`src/rtl/ppp_afe_pkg.sv`:
```
// Package for the PPP asynchronous frame encoder.
// Holds line constants, the queue entry type and the CRC and escape helpers.
// No dependencies.
package ppp_afe_pkg;

   localparam int BYTE_W      = 8;
   localparam int CRC_W       = 16;
   localparam int QUEUE_DEPTH = 4;

   localparam logic [BYTE_W-1:0] FLAG_BYTE = 8'h7e;
   localparam logic [BYTE_W-1:0] ESC_BYTE  = 8'h7d;
   localparam logic [BYTE_W-1:0] ESC_XOR   = 8'h20;
   localparam logic [BYTE_W-1:0] CTRL_LIM  = 8'h20;
   localparam logic [CRC_W-1:0]  CRC_POLY  = 16'h8408;
   localparam logic [CRC_W-1:0]  CRC_INIT  = 16'hffff;

   // One classified payload byte, with the FCS already complemented
   typedef struct packed {
      logic              open_flag;
      logic [BYTE_W-1:0] data_byte;
      logic              frame_end;
      logic [CRC_W-1:0]  fcs;
   } entry_type;

   typedef struct packed {
      logic      valid;
      entry_type entry;
   } push_type;

   function automatic logic needs_escape(input logic [BYTE_W-1:0] b);
      return (b < CTRL_LIM) || (b == ESC_BYTE) || (b == FLAG_BYTE);
   endfunction

   function automatic logic [BYTE_W-1:0] escaped_value(input logic [BYTE_W-1:0] b);
      return needs_escape(b) ? (b ^ ESC_XOR) : b;
   endfunction

   // Reflected CRC-16, one byte, LSB first
   function automatic logic [CRC_W-1:0] crc_byte(input logic [CRC_W-1:0] v_in,
                                                 input logic [BYTE_W-1:0] c_in);
      logic [CRC_W-1:0]  v;
      logic [BYTE_W-1:0] c;
      v = v_in;
      c = c_in;
      for (int j = 0; j < BYTE_W; j++) begin
         if (v[0] ^ c[0]) begin
            v = (v >> 1) ^ CRC_POLY;
         end else begin
            v = v >> 1;
         end
         c = c >> 1;
      end
      return v;
   endfunction

endpackage

```
`src/rtl/ppp_afe_if.sv`:
```
// Handshake channel interfaces for the PPP asynchronous frame encoder.
// Depends on ppp_afe_pkg for field widths.
interface ppp_afe_req_if;
   logic                             valid;
   logic                             ready;
   logic [ppp_afe_pkg::BYTE_W-1:0]   data_byte;
   logic                             frame_end;

   modport source (output valid, output data_byte, output frame_end, input ready);
   modport sink   (input valid, input data_byte, input frame_end, output ready);
endinterface

interface ppp_afe_rsp_if;
   logic                             valid;
   logic                             ready;
   logic [ppp_afe_pkg::BYTE_W-1:0]   line_byte;
   logic                             run_last;

   modport source (output valid, output line_byte, output run_last, input ready);
   modport sink   (input valid, input line_byte, input run_last, output ready);
endinterface

```
`src/rtl/ppp_afe_front.sv`:
```
// Front end: accepts payload transactions, runs the CRC and builds queue entries.
// Depends on ppp_afe_pkg and ppp_afe_req_if.
module ppp_afe_front (
   input  logic                   clock,
   input  logic                   reset,
   ppp_afe_req_if.sink            req_chan,
   input  logic                   q_full,
   output ppp_afe_pkg::push_type  push
);

   logic [ppp_afe_pkg::CRC_W-1:0] crc_ff, crc_in, crc_next;
   logic                          in_frame_ff, in_frame_in;
   logic                          accept;

   assign req_chan.ready = !q_full;
   assign accept         = req_chan.valid && !q_full;

   always_comb begin
      crc_next    = ppp_afe_pkg::crc_byte(crc_ff, req_chan.data_byte);
      crc_in      = crc_ff;
      in_frame_in = in_frame_ff;
      if (accept) begin
         crc_in      = req_chan.frame_end ? ppp_afe_pkg::CRC_INIT : crc_next;
         in_frame_in = !req_chan.frame_end;
      end
      push.valid           = accept;
      push.entry.open_flag = !in_frame_ff;
      push.entry.data_byte = req_chan.data_byte;
      push.entry.frame_end = req_chan.frame_end;
      push.entry.fcs       = ~crc_next;
   end

   always_ff @(posedge clock) begin
      if (reset) begin
         crc_ff      <= ppp_afe_pkg::CRC_INIT;
         in_frame_ff <= 1'b0;
      end else begin
         crc_ff      <= crc_in;
         in_frame_ff <= in_frame_in;
      end
   end

endmodule

```
`src/rtl/ppp_afe_queue.sv`:
```
// Short FIFO of classified entries between front and back ends.
// Depends on ppp_afe_pkg.
module ppp_afe_queue #(
   parameter int DEPTH = ppp_afe_pkg::QUEUE_DEPTH
) (
   input  logic                    clock,
   input  logic                    reset,
   input  ppp_afe_pkg::push_type   push,
   input  logic                    pop,
   output logic                    full,
   output logic                    head_valid,
   output ppp_afe_pkg::entry_type  head
);

   localparam int PTR_W = (DEPTH > 1) ? $clog2(DEPTH) : 1;
   localparam int CNT_W = $clog2(DEPTH + 1);

   ppp_afe_pkg::entry_type mem_ff [DEPTH];
   logic [PTR_W-1:0] wr_ptr_ff, wr_ptr_in, rd_ptr_ff, rd_ptr_in;
   logic [CNT_W-1:0] count_ff, count_in;
   logic             do_push, do_pop;

   assign full       = (count_ff == CNT_W'(DEPTH));
   assign head_valid = (count_ff != '0);
   assign head       = mem_ff[rd_ptr_ff];
   assign do_push    = push.valid && !full;
   assign do_pop     = pop && head_valid;

   always_comb begin
      wr_ptr_in = wr_ptr_ff;
      rd_ptr_in = rd_ptr_ff;
      count_in  = count_ff;
      if (do_push) begin
         wr_ptr_in = (wr_ptr_ff == PTR_W'(DEPTH - 1)) ? '0 : wr_ptr_ff + 1'b1;
      end
      if (do_pop) begin
         rd_ptr_in = (rd_ptr_ff == PTR_W'(DEPTH - 1)) ? '0 : rd_ptr_ff + 1'b1;
      end
      if (do_push && !do_pop) begin
         count_in = count_ff + 1'b1;
      end else if (do_pop && !do_push) begin
         count_in = count_ff - 1'b1;
      end
   end

   always_ff @(posedge clock) begin
      if (do_push) begin
         mem_ff[wr_ptr_ff] <= push.entry;
      end
   end

   always_ff @(posedge clock) begin
      if (reset) begin
         wr_ptr_ff <= '0;
         rd_ptr_ff <= '0;
         count_ff  <= '0;
      end else begin
         wr_ptr_ff <= wr_ptr_in;
         rd_ptr_ff <= rd_ptr_in;
         count_ff  <= count_in;
      end
   end

endmodule

```
`src/rtl/ppp_afe_back.sv`:
```
// Back end: walks each queue entry and emits one line byte per cycle while rsp_chan
// is ready, through a registered output stage. Depends on ppp_afe_pkg and ppp_afe_rsp_if.
module ppp_afe_back (
   input  logic                    clock,
   input  logic                    reset,
   input  logic                    head_valid,
   input  ppp_afe_pkg::entry_type  head,
   output logic                    pop,
   ppp_afe_rsp_if.source           rsp_chan
);

   typedef enum logic [2:0] {
      ST_OPEN, ST_DESC, ST_DATA, ST_LESC, ST_LO, ST_HESC, ST_HI, ST_CLOSE
   } step_type;

   step_type step_ff, step_in, first_step, cur_step;
   logic     fresh_ff, fresh_in;
   logic     out_valid_ff, out_valid_in;
   logic     out_last_ff, out_last_in;
   logic [ppp_afe_pkg::BYTE_W-1:0] out_byte_ff, out_byte_in, cur_byte, fcs_lo, fcs_hi;
   logic     done, advance;

   assign fcs_lo  = head.fcs[7:0];
   assign fcs_hi  = head.fcs[15:8];
   assign advance = head_valid && (!out_valid_ff || rsp_chan.ready);
   assign pop     = advance && done;

   always_comb begin
      first_step = head.open_flag ? ST_OPEN :
                   (ppp_afe_pkg::needs_escape(head.data_byte) ? ST_DESC : ST_DATA);
      cur_step   = fresh_ff ? first_step : step_ff;
      step_in    = cur_step;
      done       = 1'b0;
      cur_byte   = ppp_afe_pkg::FLAG_BYTE;
      unique case (cur_step)
         ST_OPEN: begin
            step_in = ppp_afe_pkg::needs_escape(head.data_byte) ? ST_DESC : ST_DATA;
         end
         ST_DESC: begin
            cur_byte = ppp_afe_pkg::ESC_BYTE;
            step_in  = ST_DATA;
         end
         ST_DATA: begin
            cur_byte = ppp_afe_pkg::escaped_value(head.data_byte);
            if (head.frame_end) begin
               step_in = ppp_afe_pkg::needs_escape(fcs_lo) ? ST_LESC : ST_LO;
            end else begin
               done = 1'b1;
            end
         end
         ST_LESC: begin
            cur_byte = ppp_afe_pkg::ESC_BYTE;
            step_in  = ST_LO;
         end
         ST_LO: begin
            cur_byte = ppp_afe_pkg::escaped_value(fcs_lo);
            step_in  = ppp_afe_pkg::needs_escape(fcs_hi) ? ST_HESC : ST_HI;
         end
         ST_HESC: begin
            cur_byte = ppp_afe_pkg::ESC_BYTE;
            step_in  = ST_HI;
         end
         ST_HI: begin
            cur_byte = ppp_afe_pkg::escaped_value(fcs_hi);
            step_in  = ST_CLOSE;
         end
         ST_CLOSE: begin
            done = 1'b1;
         end
         default: begin
            done = 1'b1;
         end
      endcase

      fresh_in     = fresh_ff;
      out_valid_in = out_valid_ff && !rsp_chan.ready;
      out_byte_in  = out_byte_ff;
      out_last_in  = out_last_ff;
      if (advance) begin
         fresh_in     = done;
         out_valid_in = 1'b1;
         out_byte_in  = cur_byte;
         out_last_in  = done;
      end
   end

   always_ff @(posedge clock) begin
      if (reset) begin
         step_ff      <= ST_OPEN;
         fresh_ff     <= 1'b1;
         out_valid_ff <= 1'b0;
      end else begin
         if (advance) begin
            step_ff <= step_in;
         end
         fresh_ff     <= fresh_in;
         out_valid_ff <= out_valid_in;
      end
      out_byte_ff <= out_byte_in;
      out_last_ff <= out_last_in;
   end

   assign rsp_chan.valid     = out_valid_ff;
   assign rsp_chan.line_byte = out_byte_ff;
   assign rsp_chan.run_last  = out_last_ff;

endmodule

```
`src/rtl/ppp_async_frame_encoder.sv`:
```
// Top level of the PPP asynchronous frame encoder.
// Depends on ppp_afe_pkg, the channel interfaces, ppp_afe_front, ppp_afe_queue
// and ppp_afe_back.
//
// req_chan carries payload bytes; frame_end marks the last byte of a frame.
// rsp_chan carries line bytes; run_last marks the final byte caused by one
// request transaction. A frame opens with a 0x7e flag, control bytes and
// 0x7d/0x7e are escaped as 0x7d, byte ^ 0x20, and the frame closes with the
// escaped FCS-16 (low byte first) and a 0x7e flag.
// A request is first written into the entry queue; its first line byte is then
// registered in the back end's output stage before it shows on rsp_chan.
// Throughput: one line byte per cycle while rsp_chan is ready, set by the
// back end's output register; a request gives 1 to 8 bytes (2 if escaped).
// The front end takes a request every cycle while the entry queue has room.
// Reset clears the CRC, frame state, queue and output stage; no clearing pass.
// When rsp_chan stalls, the output byte holds, the queue fills and req_chan.ready
// drops once QUEUE_DEPTH entries wait.
module ppp_async_frame_encoder #(
   parameter int QUEUE_DEPTH = ppp_afe_pkg::QUEUE_DEPTH
) (
   input  logic          clock,
   input  logic          reset,
   ppp_afe_req_if.sink   req_chan,
   ppp_afe_rsp_if.source rsp_chan
);

   ppp_afe_pkg::push_type  push;
   ppp_afe_pkg::entry_type head;
   logic                   q_full, head_valid, pop;

   ppp_afe_front u_front (
      .clock    (clock),
      .reset    (reset),
      .req_chan (req_chan),
      .q_full   (q_full),
      .push     (push)
   );

   ppp_afe_queue #(
      .DEPTH (QUEUE_DEPTH)
   ) u_queue (
      .clock      (clock),
      .reset      (reset),
      .push       (push),
      .pop        (pop),
      .full       (q_full),
      .head_valid (head_valid),
      .head       (head)
   );

   ppp_afe_back u_back (
      .clock      (clock),
      .reset      (reset),
      .head_valid (head_valid),
      .head       (head),
      .pop        (pop),
      .rsp_chan   (rsp_chan)
   );

endmodule

```
`src/flat_wrapper.sv`:
```
// flat-port wrapper written by rule: the top's interface ports become plain ports
module ppp_async_frame_encoder_flat 
#(
   parameter int QUEUE_DEPTH = ppp_afe_pkg::QUEUE_DEPTH
)
  (clock, reset, req_chan_valid, req_chan_data_byte, req_chan_frame_end, req_chan_ready, rsp_chan_valid, rsp_chan_line_byte, rsp_chan_run_last, rsp_chan_ready);
  ppp_afe_req_if req_chan_i ();
  ppp_afe_rsp_if rsp_chan_i ();
  input  logic clock;
  input  logic reset;
  input wire logic [$bits(req_chan_i.valid)-1:0] req_chan_valid;
  input wire logic [$bits(req_chan_i.data_byte)-1:0] req_chan_data_byte;
  input wire logic [$bits(req_chan_i.frame_end)-1:0] req_chan_frame_end;
  output wire logic [$bits(req_chan_i.ready)-1:0] req_chan_ready;
  output wire logic [$bits(rsp_chan_i.valid)-1:0] rsp_chan_valid;
  output wire logic [$bits(rsp_chan_i.line_byte)-1:0] rsp_chan_line_byte;
  output wire logic [$bits(rsp_chan_i.run_last)-1:0] rsp_chan_run_last;
  input wire logic [$bits(rsp_chan_i.ready)-1:0] rsp_chan_ready;
  assign req_chan_i.valid = req_chan_valid;
  assign req_chan_i.data_byte = req_chan_data_byte;
  assign req_chan_i.frame_end = req_chan_frame_end;
  assign req_chan_ready = req_chan_i.ready;
  assign rsp_chan_valid = rsp_chan_i.valid;
  assign rsp_chan_line_byte = rsp_chan_i.line_byte;
  assign rsp_chan_run_last = rsp_chan_i.run_last;
  assign rsp_chan_i.ready = rsp_chan_ready;
  ppp_async_frame_encoder #(.QUEUE_DEPTH(QUEUE_DEPTH)) u_core (.clock(clock), .reset(reset), .req_chan(req_chan_i), .rsp_chan(rsp_chan_i));
endmodule
```
`config.mk`:
```
export PLATFORM = sky130hd
export DESIGN_NAME = ppp_async_frame_encoder_flat
export DESIGN_NICKNAME = d
export VERILOG_FILES = /design/src/rtl/ppp_afe_pkg.sv /design/src/rtl/ppp_afe_if.sv /design/src/rtl/ppp_afe_front.sv /design/src/rtl/ppp_afe_queue.sv /design/src/rtl/ppp_afe_back.sv /design/src/rtl/ppp_async_frame_encoder.sv /design/src/flat_wrapper.sv
export SDC_FILE = /design/constraint.sdc
export NUM_CORES = 1
export LEC_CHECK = 0
export ABC_AREA = 1
export BUFFER_PORTS_ARGS = -buffer_cell sky130_fd_sc_hd__buf_2
export CAP_MARGIN = 40
export CORE_ASPECT_RATIO = 1.4
export CORE_MARGIN = 1
export CORE_UTILIZATION = 61
export CTS_CLUSTER_SIZE = 14
export DETAILED_ROUTE_END_ITERATION = 16
export GPL_ROUTABILITY_DRIVEN = 0
export PLACE_DENSITY = 0.84
export SYNTH_ARGS = -nofsm -noshare
export SYNTH_HDL_FRONTEND = slang
export SYNTH_SLANG_ARGS = --single-unit
```
`constraint.sdc`:
```
create_clock -name clock -period 3.6 [get_ports clock]
set_input_delay 0.18 -clock clock [delete_from_list [all_inputs] [get_ports clock]]
set_output_delay 0.18 -clock clock [all_outputs]
set_load 0.02 [all_outputs]
```
# Word-level counts from Yosys, hierarchy flattened
# Memories as Yosys holds them, arrays and structs flattened. A register that Yosys moved wholly into a read port is not among the register bits.
# Cells that the tools add are included.
# word_totals
register_bits	38
latch_bits	0
ramBits	104
mem_bits_ro	0
input_bits	13
output_inout_bits	11
wordCells	111
memories	1
# op_classes
add_sub_neg	4
mul	0
n_div	0
order_cmp	3
eq_ne	16
shift	0
n_mux	31
bitwise_logic	20
reduce_logical	26
# memory_table
name	depth	width	rd	rd_ports_with_merged_regs	write_ports	line	rtl
u_core.u_queue.mem_ff	4	26	1	1	1	ppp_afe_queue.sv:18	ppp_afe_pkg::entry_type mem_ff [DEPTH];
# ops
op	count
2-to-1 mux 16 bit	9
equality test 8 x 7 -> 1 bit (second input constant)	6
one-hot mux 8 bit (4 select lines)	1
less-than comparator 8 x 6 -> 1 bit (second input constant)	3
NOT 2 -> 3 bit	8
one-hot mux 3 bit (7 select lines)	1
2-to-1 mux 3 bit	6
2-to-1 mux 6 bit	3
NOT 16 bit	1
equality test 3 bit (second input constant)	5
2-to-1 mux 2 bit	6
logical AND 1 bit	8
bitwise XOR 1 bit	8
zero test 1 bit	7
logical OR 1 bit	7
equality test 3 x 2 -> 1 bit (second input constant)	2
adder 2 x 1 -> 2 bit (second input constant)	2
equality test 2 bit (second input constant)	2
2-to-1 mux 1 bit	4
adder 3 x 1 -> 3 bit (second input constant)	1
equality test 3 x 1 -> 1 bit (second input constant)	1
zero test 3 bit	1
NOT 1 bit	3
nonzero test 3 bit	1
4 further kinds	4

# Longest topological paths before layout
# depth
ltp_word	17
depth_mapped	25
ltp_nobuf	24

# Hierarchy
# A second synthesis with hierarchy kept.
# unflattened
hier_cells	666
area_unflattened_um2	6626.4
# by_module_without_submodules
module	n_inst	cells_each	area_per_inst_um2	seq_area_each_um2
ppp_afe_queue	1	321	4345.4	3303.2
ppp_afe_front	1	195	1228.7	340.3
ppp_afe_back	1	150	1052.3	370.4

# Worst setup path before layout
# Ideal clock, no wire load.
# synth_timing
path_kind	flip-flop to flip-flop
startpoint	reg (tool-made name)
endpoint	reg u_core.u_queue.count_ff[1]
setup_time_ps	120
arrival_time_ps	2485
t_required_ps	3480
path_slack_ps	995
stages_incl_launch_ff	21
path_buffers	2
synth_period_minus_slack_ps	2605
path_cell_list	dfxtp_1 buf_6 inv_6 buf_6 nand2_1 nand3_1 nand2_1 nand2_1 nor2_2 nand3_2 nand2_2 nand2_1 nand2_2 nand2_1 nand2_2 nand2_1 ha_1 inv_1 fa_1 o21ai_0 a21oi_1
# synth_rtl
element	line	rtl
end signal, assigned	ppp_afe_queue.sv:60	count_ff <= count_in;
end, declared	ppp_afe_queue.sv:20	logic [CNT_W-1:0] count_ff, count_in;

==> summary.md <==
| Metric | Value |
|---|---|
| Total routed wirelength | `14.5 mm` |
| Width of the die | `89.0 um` |
| Number of register bits inferred by synthesis | `144` |
| Cell family with the largest share of critical-path delay | `simple AND/OR/NAND/NOR gates` |
| Fill cell count | `708` |
| Effective utilization at floorplan | `62.4%` |
| Std-Cell Core Area | `0.0103 mm^2` |
| Share of the clock period used by the worst path after layout | `87.7%` |
| Largest clock skew in the final design | `7.45 ps` |
| Static leakage | `2.94 nW` |
| Clock network latency to the later pin of the worst-skew pair | `420 ps` |
| Clk buf depth | `2` |
| Placed instance count | `771` |
| Pins over their slew limit | `0` |
| Number of synthesis warnings | `0` |
| Worst setup margin | `441 ps` |
| Maximum number of pins on one net before global-route repair | `55` |
| Post-detail-place hpwl | `9.28 mm` |
| Remaining max-slew budget at the tightest pin | `43.0%` |
| Cell type contributing the most total cell area after synthesis | `edfxtp_1` |
| Critical path cell sequence | `inv_6 > nand2_1 > o211ai_2 > nand2_1 > nor2_1 > nand3_2 > nand3_2 > nand2_4 > nand2_2 > inv_2 > nand2_1 > nand2_2 > nand2_1 > ha_1 > inv_1 > fa_1 > nor2_1 > nor2_1 > nand2_1 > o21ai_0 > a21oi_1` |
| Count of TritonRoute iterations in the first routing pass | `6` |
| Row count | `44` |
| Average routed wire per standard cell | `18.0 um` |
| Clock root cell | `clkbuf_16` |
| Buf/Inv on CP | `3` |
| Worst hold-check path type | `primary input to register` |
| Areal power density over the cells | `859 mW/mm^2` |
| Post-Syn Area | `0.00646 mm^2` |
| Cell variety after synth | `43` |
| Proportion of netlist area held by the largest area contributor | `52.5%` |
| DRT antenna net count | `0` |
| Worst Setup End Kind | `register` |
| Global-route wire length before repair | `22.3 mm` |
| Post-CTS setup buffers | `0` |
| Routing usage on met1 | `30.1%` |
| Violation count after the first detailed-routing iteration | `411` |
| Dominant cell by count in the synthesized netlist | `nand2_1` |
| GRT Total Usage | `28.4%` |
| Drt via density | `5.76` |
| Top Ports | `24` |
| DRC violations left | `0` |
| Data arrival at the endpoint of the critical path | `3510 ps` |
| Die height | `124 um` |
| Count of placed standard cells in the final layout, fillers left out | `805` |
| CP Data Required Time | `3950 ps` |
| Area growth from synthesis to layout | `13.6%` |
| FF-to-FF setup slack | `440 ps` |
| CTS H-tree depth | `4` |
| CTS sink count | `144` |
| Sequential area share after synthesis | `62.1%` |
| Final critical delay including setup and external delays | `3160 ps` |
| Synthesized netlist cell count | `622` |
| Number of flops mapped to enable cells by yosys | `113` |
| Sum of negative setup slack | `0 ps` |
| Clock buffers created by TritonCTS | `17` |
| Top fanout value on the critical path | `54` |
| Post-Syn Area per Cell | `10.4 um^2` |
| Antenna cells | `0` |
| Overall die area | `0.0110 mm^2` |
| Met3 GRT Util | `7.29%` |
| Number of buffers inserted by port buffering | `23` |
| Biggest area contributors in the synthesized netlist | `edfxtp_1, dfxtp_1, nand2_1` |
| Worst slack after detailed placement | `299 ps` |
| Most common library cells after synthesis | `nand2_1, edfxtp_1, inv_1, nor2_1, dfxtp_1` |
| MaxCap Viol Count | `0` |
| Initial antenna violation count | `0` |
| Number of setup violations in the final report | `0` |
| Number of global-route vias before repair | `4662` |
| Vias | `4637` |
| Max IR drop VDD | `0.000430 V` |
| TritonCTS clock tree | `done` |
| Status | `complete, no violations` |
| Overflow left after global routing | `0` |
| Achievable Freq | `0.317 GHz` |
| Post-synthesis net count | `642` |
| Clock transition at the register clock pins on the worst setup and hold paths after CTS | `60 ps` |
| Fraction of final layout cells with drive strength greater than 1 | `14.5%` |
| Crit path max-delay cell type | `dfxtp_2` |
| Layout net count | `674` |
| RSZ-0062 raised after global routing | `no` |
| Slew of the pin with the lowest slew margin | `849 ps` |
| Kind of critical path | `register to register` |
| Slowest cell delay on critical path | `410 ps` |
| Met2 global-route usage | `49.3%` |
| Global routing's busiest layer | `met2` |
| Share of flip-flops with an asynchronous set or reset after synthesis | `0%` |
| Startpoint Class | `register` |
| Top flip-flop cell by instance count after synthesis | `edfxtp_1` |
| Hold Fails Final Rpt | `0` |
| CP dominant cell by count | `nand2_1` |
==> cell families after synthesis <==
kind of cell / Yosys count / synth area share, %
AND/OR/NAND/NOR: 246 / 16.6
buffers and inverters: 107 / 7.53
AO/OA/AOI/OAI: 92 / 8.79
adder cells (fa/ha/maj): 7 / 1.47
XOR/XNOR: 26 / 3.52
flip-flops: 144 / 62.1
==> final cells by class <==
class | count | area, um^2 | area share, %
multi-input combinational | 371 | 1970 | 26.9
inverter | 84 | 320 | 4.36
clock buffer | 21 | 493 | 6.72
timing repair buffer | 36 | 218 | 2.97
sequential | 144 | 4020 | 54.7
clock inverter | 11 | 149 | 2.03
tap | 138 | 173 | 2.35
==> worst paths after layout <==
path	start	end	cells after the start
hold / removal	req_chan_data_byte[4]	u_core.u_queue.mem_ff[1][21]	1
setup reg to reg	register	u_core.u_queue.count_ff[2]	21
hold reg to reg	u_core.u_queue.count_ff[2]	u_core.u_queue.count_ff[2]	2
setup / recovery	register	u_core.u_queue.count_ff[2]	21
==> what timing repair did <==
action	4_1_cts	5_1_grt
endpoints found under the hold margin	6	0
hold buffers	2	0
gates resized for setup	0	1
setup endpoints to repair	0	2
==> per-layer routing <==
metal	up-vias	share of wire (%)
li1	2153	-
met4	0	5.1
met2	217	53
met1	2214	37
met5	-	0
met3	53	5.1
==> power by group <==
group	total [mW]	switching, mW	internal (mW)
clock network	1.85	0.660	1.19
logic	2.09	1.47	0.620
registers	2.36	0.124	2.24
total	6.30	2.25	4.05
==> sequential cells by signal, summed over array words and instances (netlist names), 2 cells and up, named ones only <==
| name | cells |
|---|---|
| u_core.u_queue.wr_ptr_ff | 2 |
| u_core.u_back.step_ff | 3 |
| u_core.u_queue.count_ff | 3 |
| u_core.u_front.crc_ff | 16 |
| u_core.u_queue.rd_ptr_ff | 2 |
| u_core.u_queue.mem_ff | 104 |
| u_core.u_back.rsp_chan.line_byte | 8 |
==> stage by stage <==
| step | instance area, um^2 | power (mW) | hold slack (ps) | utilization [%] |
|---|---|---|---|---|
| 5_1_grt | 7340 | 6.63 | 23.3 | 70.9 |
| 3_3_place_gp | 6680 | 4.31 | 402 | 64.5 |
| 3_5_place_dp | 6680 | 4.41 | 407 | 64.5 |
| 6_report | 7340 | 6.30 | 27.1 | 70.9 |
| 4_1_cts | 7340 | 6.29 | 19.8 | 70.9 |
| 2_1_floorplan | 6460 | 3.90 | 249 | - |
==> worst reg2reg max path, stage by stage, from the launching register on <==
cell and delay (ps):
dfxtp_2 410, inv_6 340, nand2_1 170, o211ai_2 120, nand2_1 110, nor2_1 150, nand3_2 140, nand3_2 110
nand2_4 100, nand2_2 110, inv_2 40, nand2_1 80, nand2_2 100, nand2_1 110, ha_1 150, inv_1 60
fa_1 380, nor2_1 110, nor2_1 40, nand2_1 70, o21ai_0 70, a21oi_1 140
==> layout by cell type, fill, tap and decap left out, drive strengths merged, types with 16 or more instances in the layout <==
cell	Yosys	final
inv	83	85
xnor2	19	19
buf	15	34
edfxtp	113	113
o21ai	37	37
clkbuf	8	21
nand2	150	150
o22ai	23	23
dfxtp	31	31
nand3	30	30
a21oi	16	16
nor2	48	48
Power figures use the tool's default switching activity.
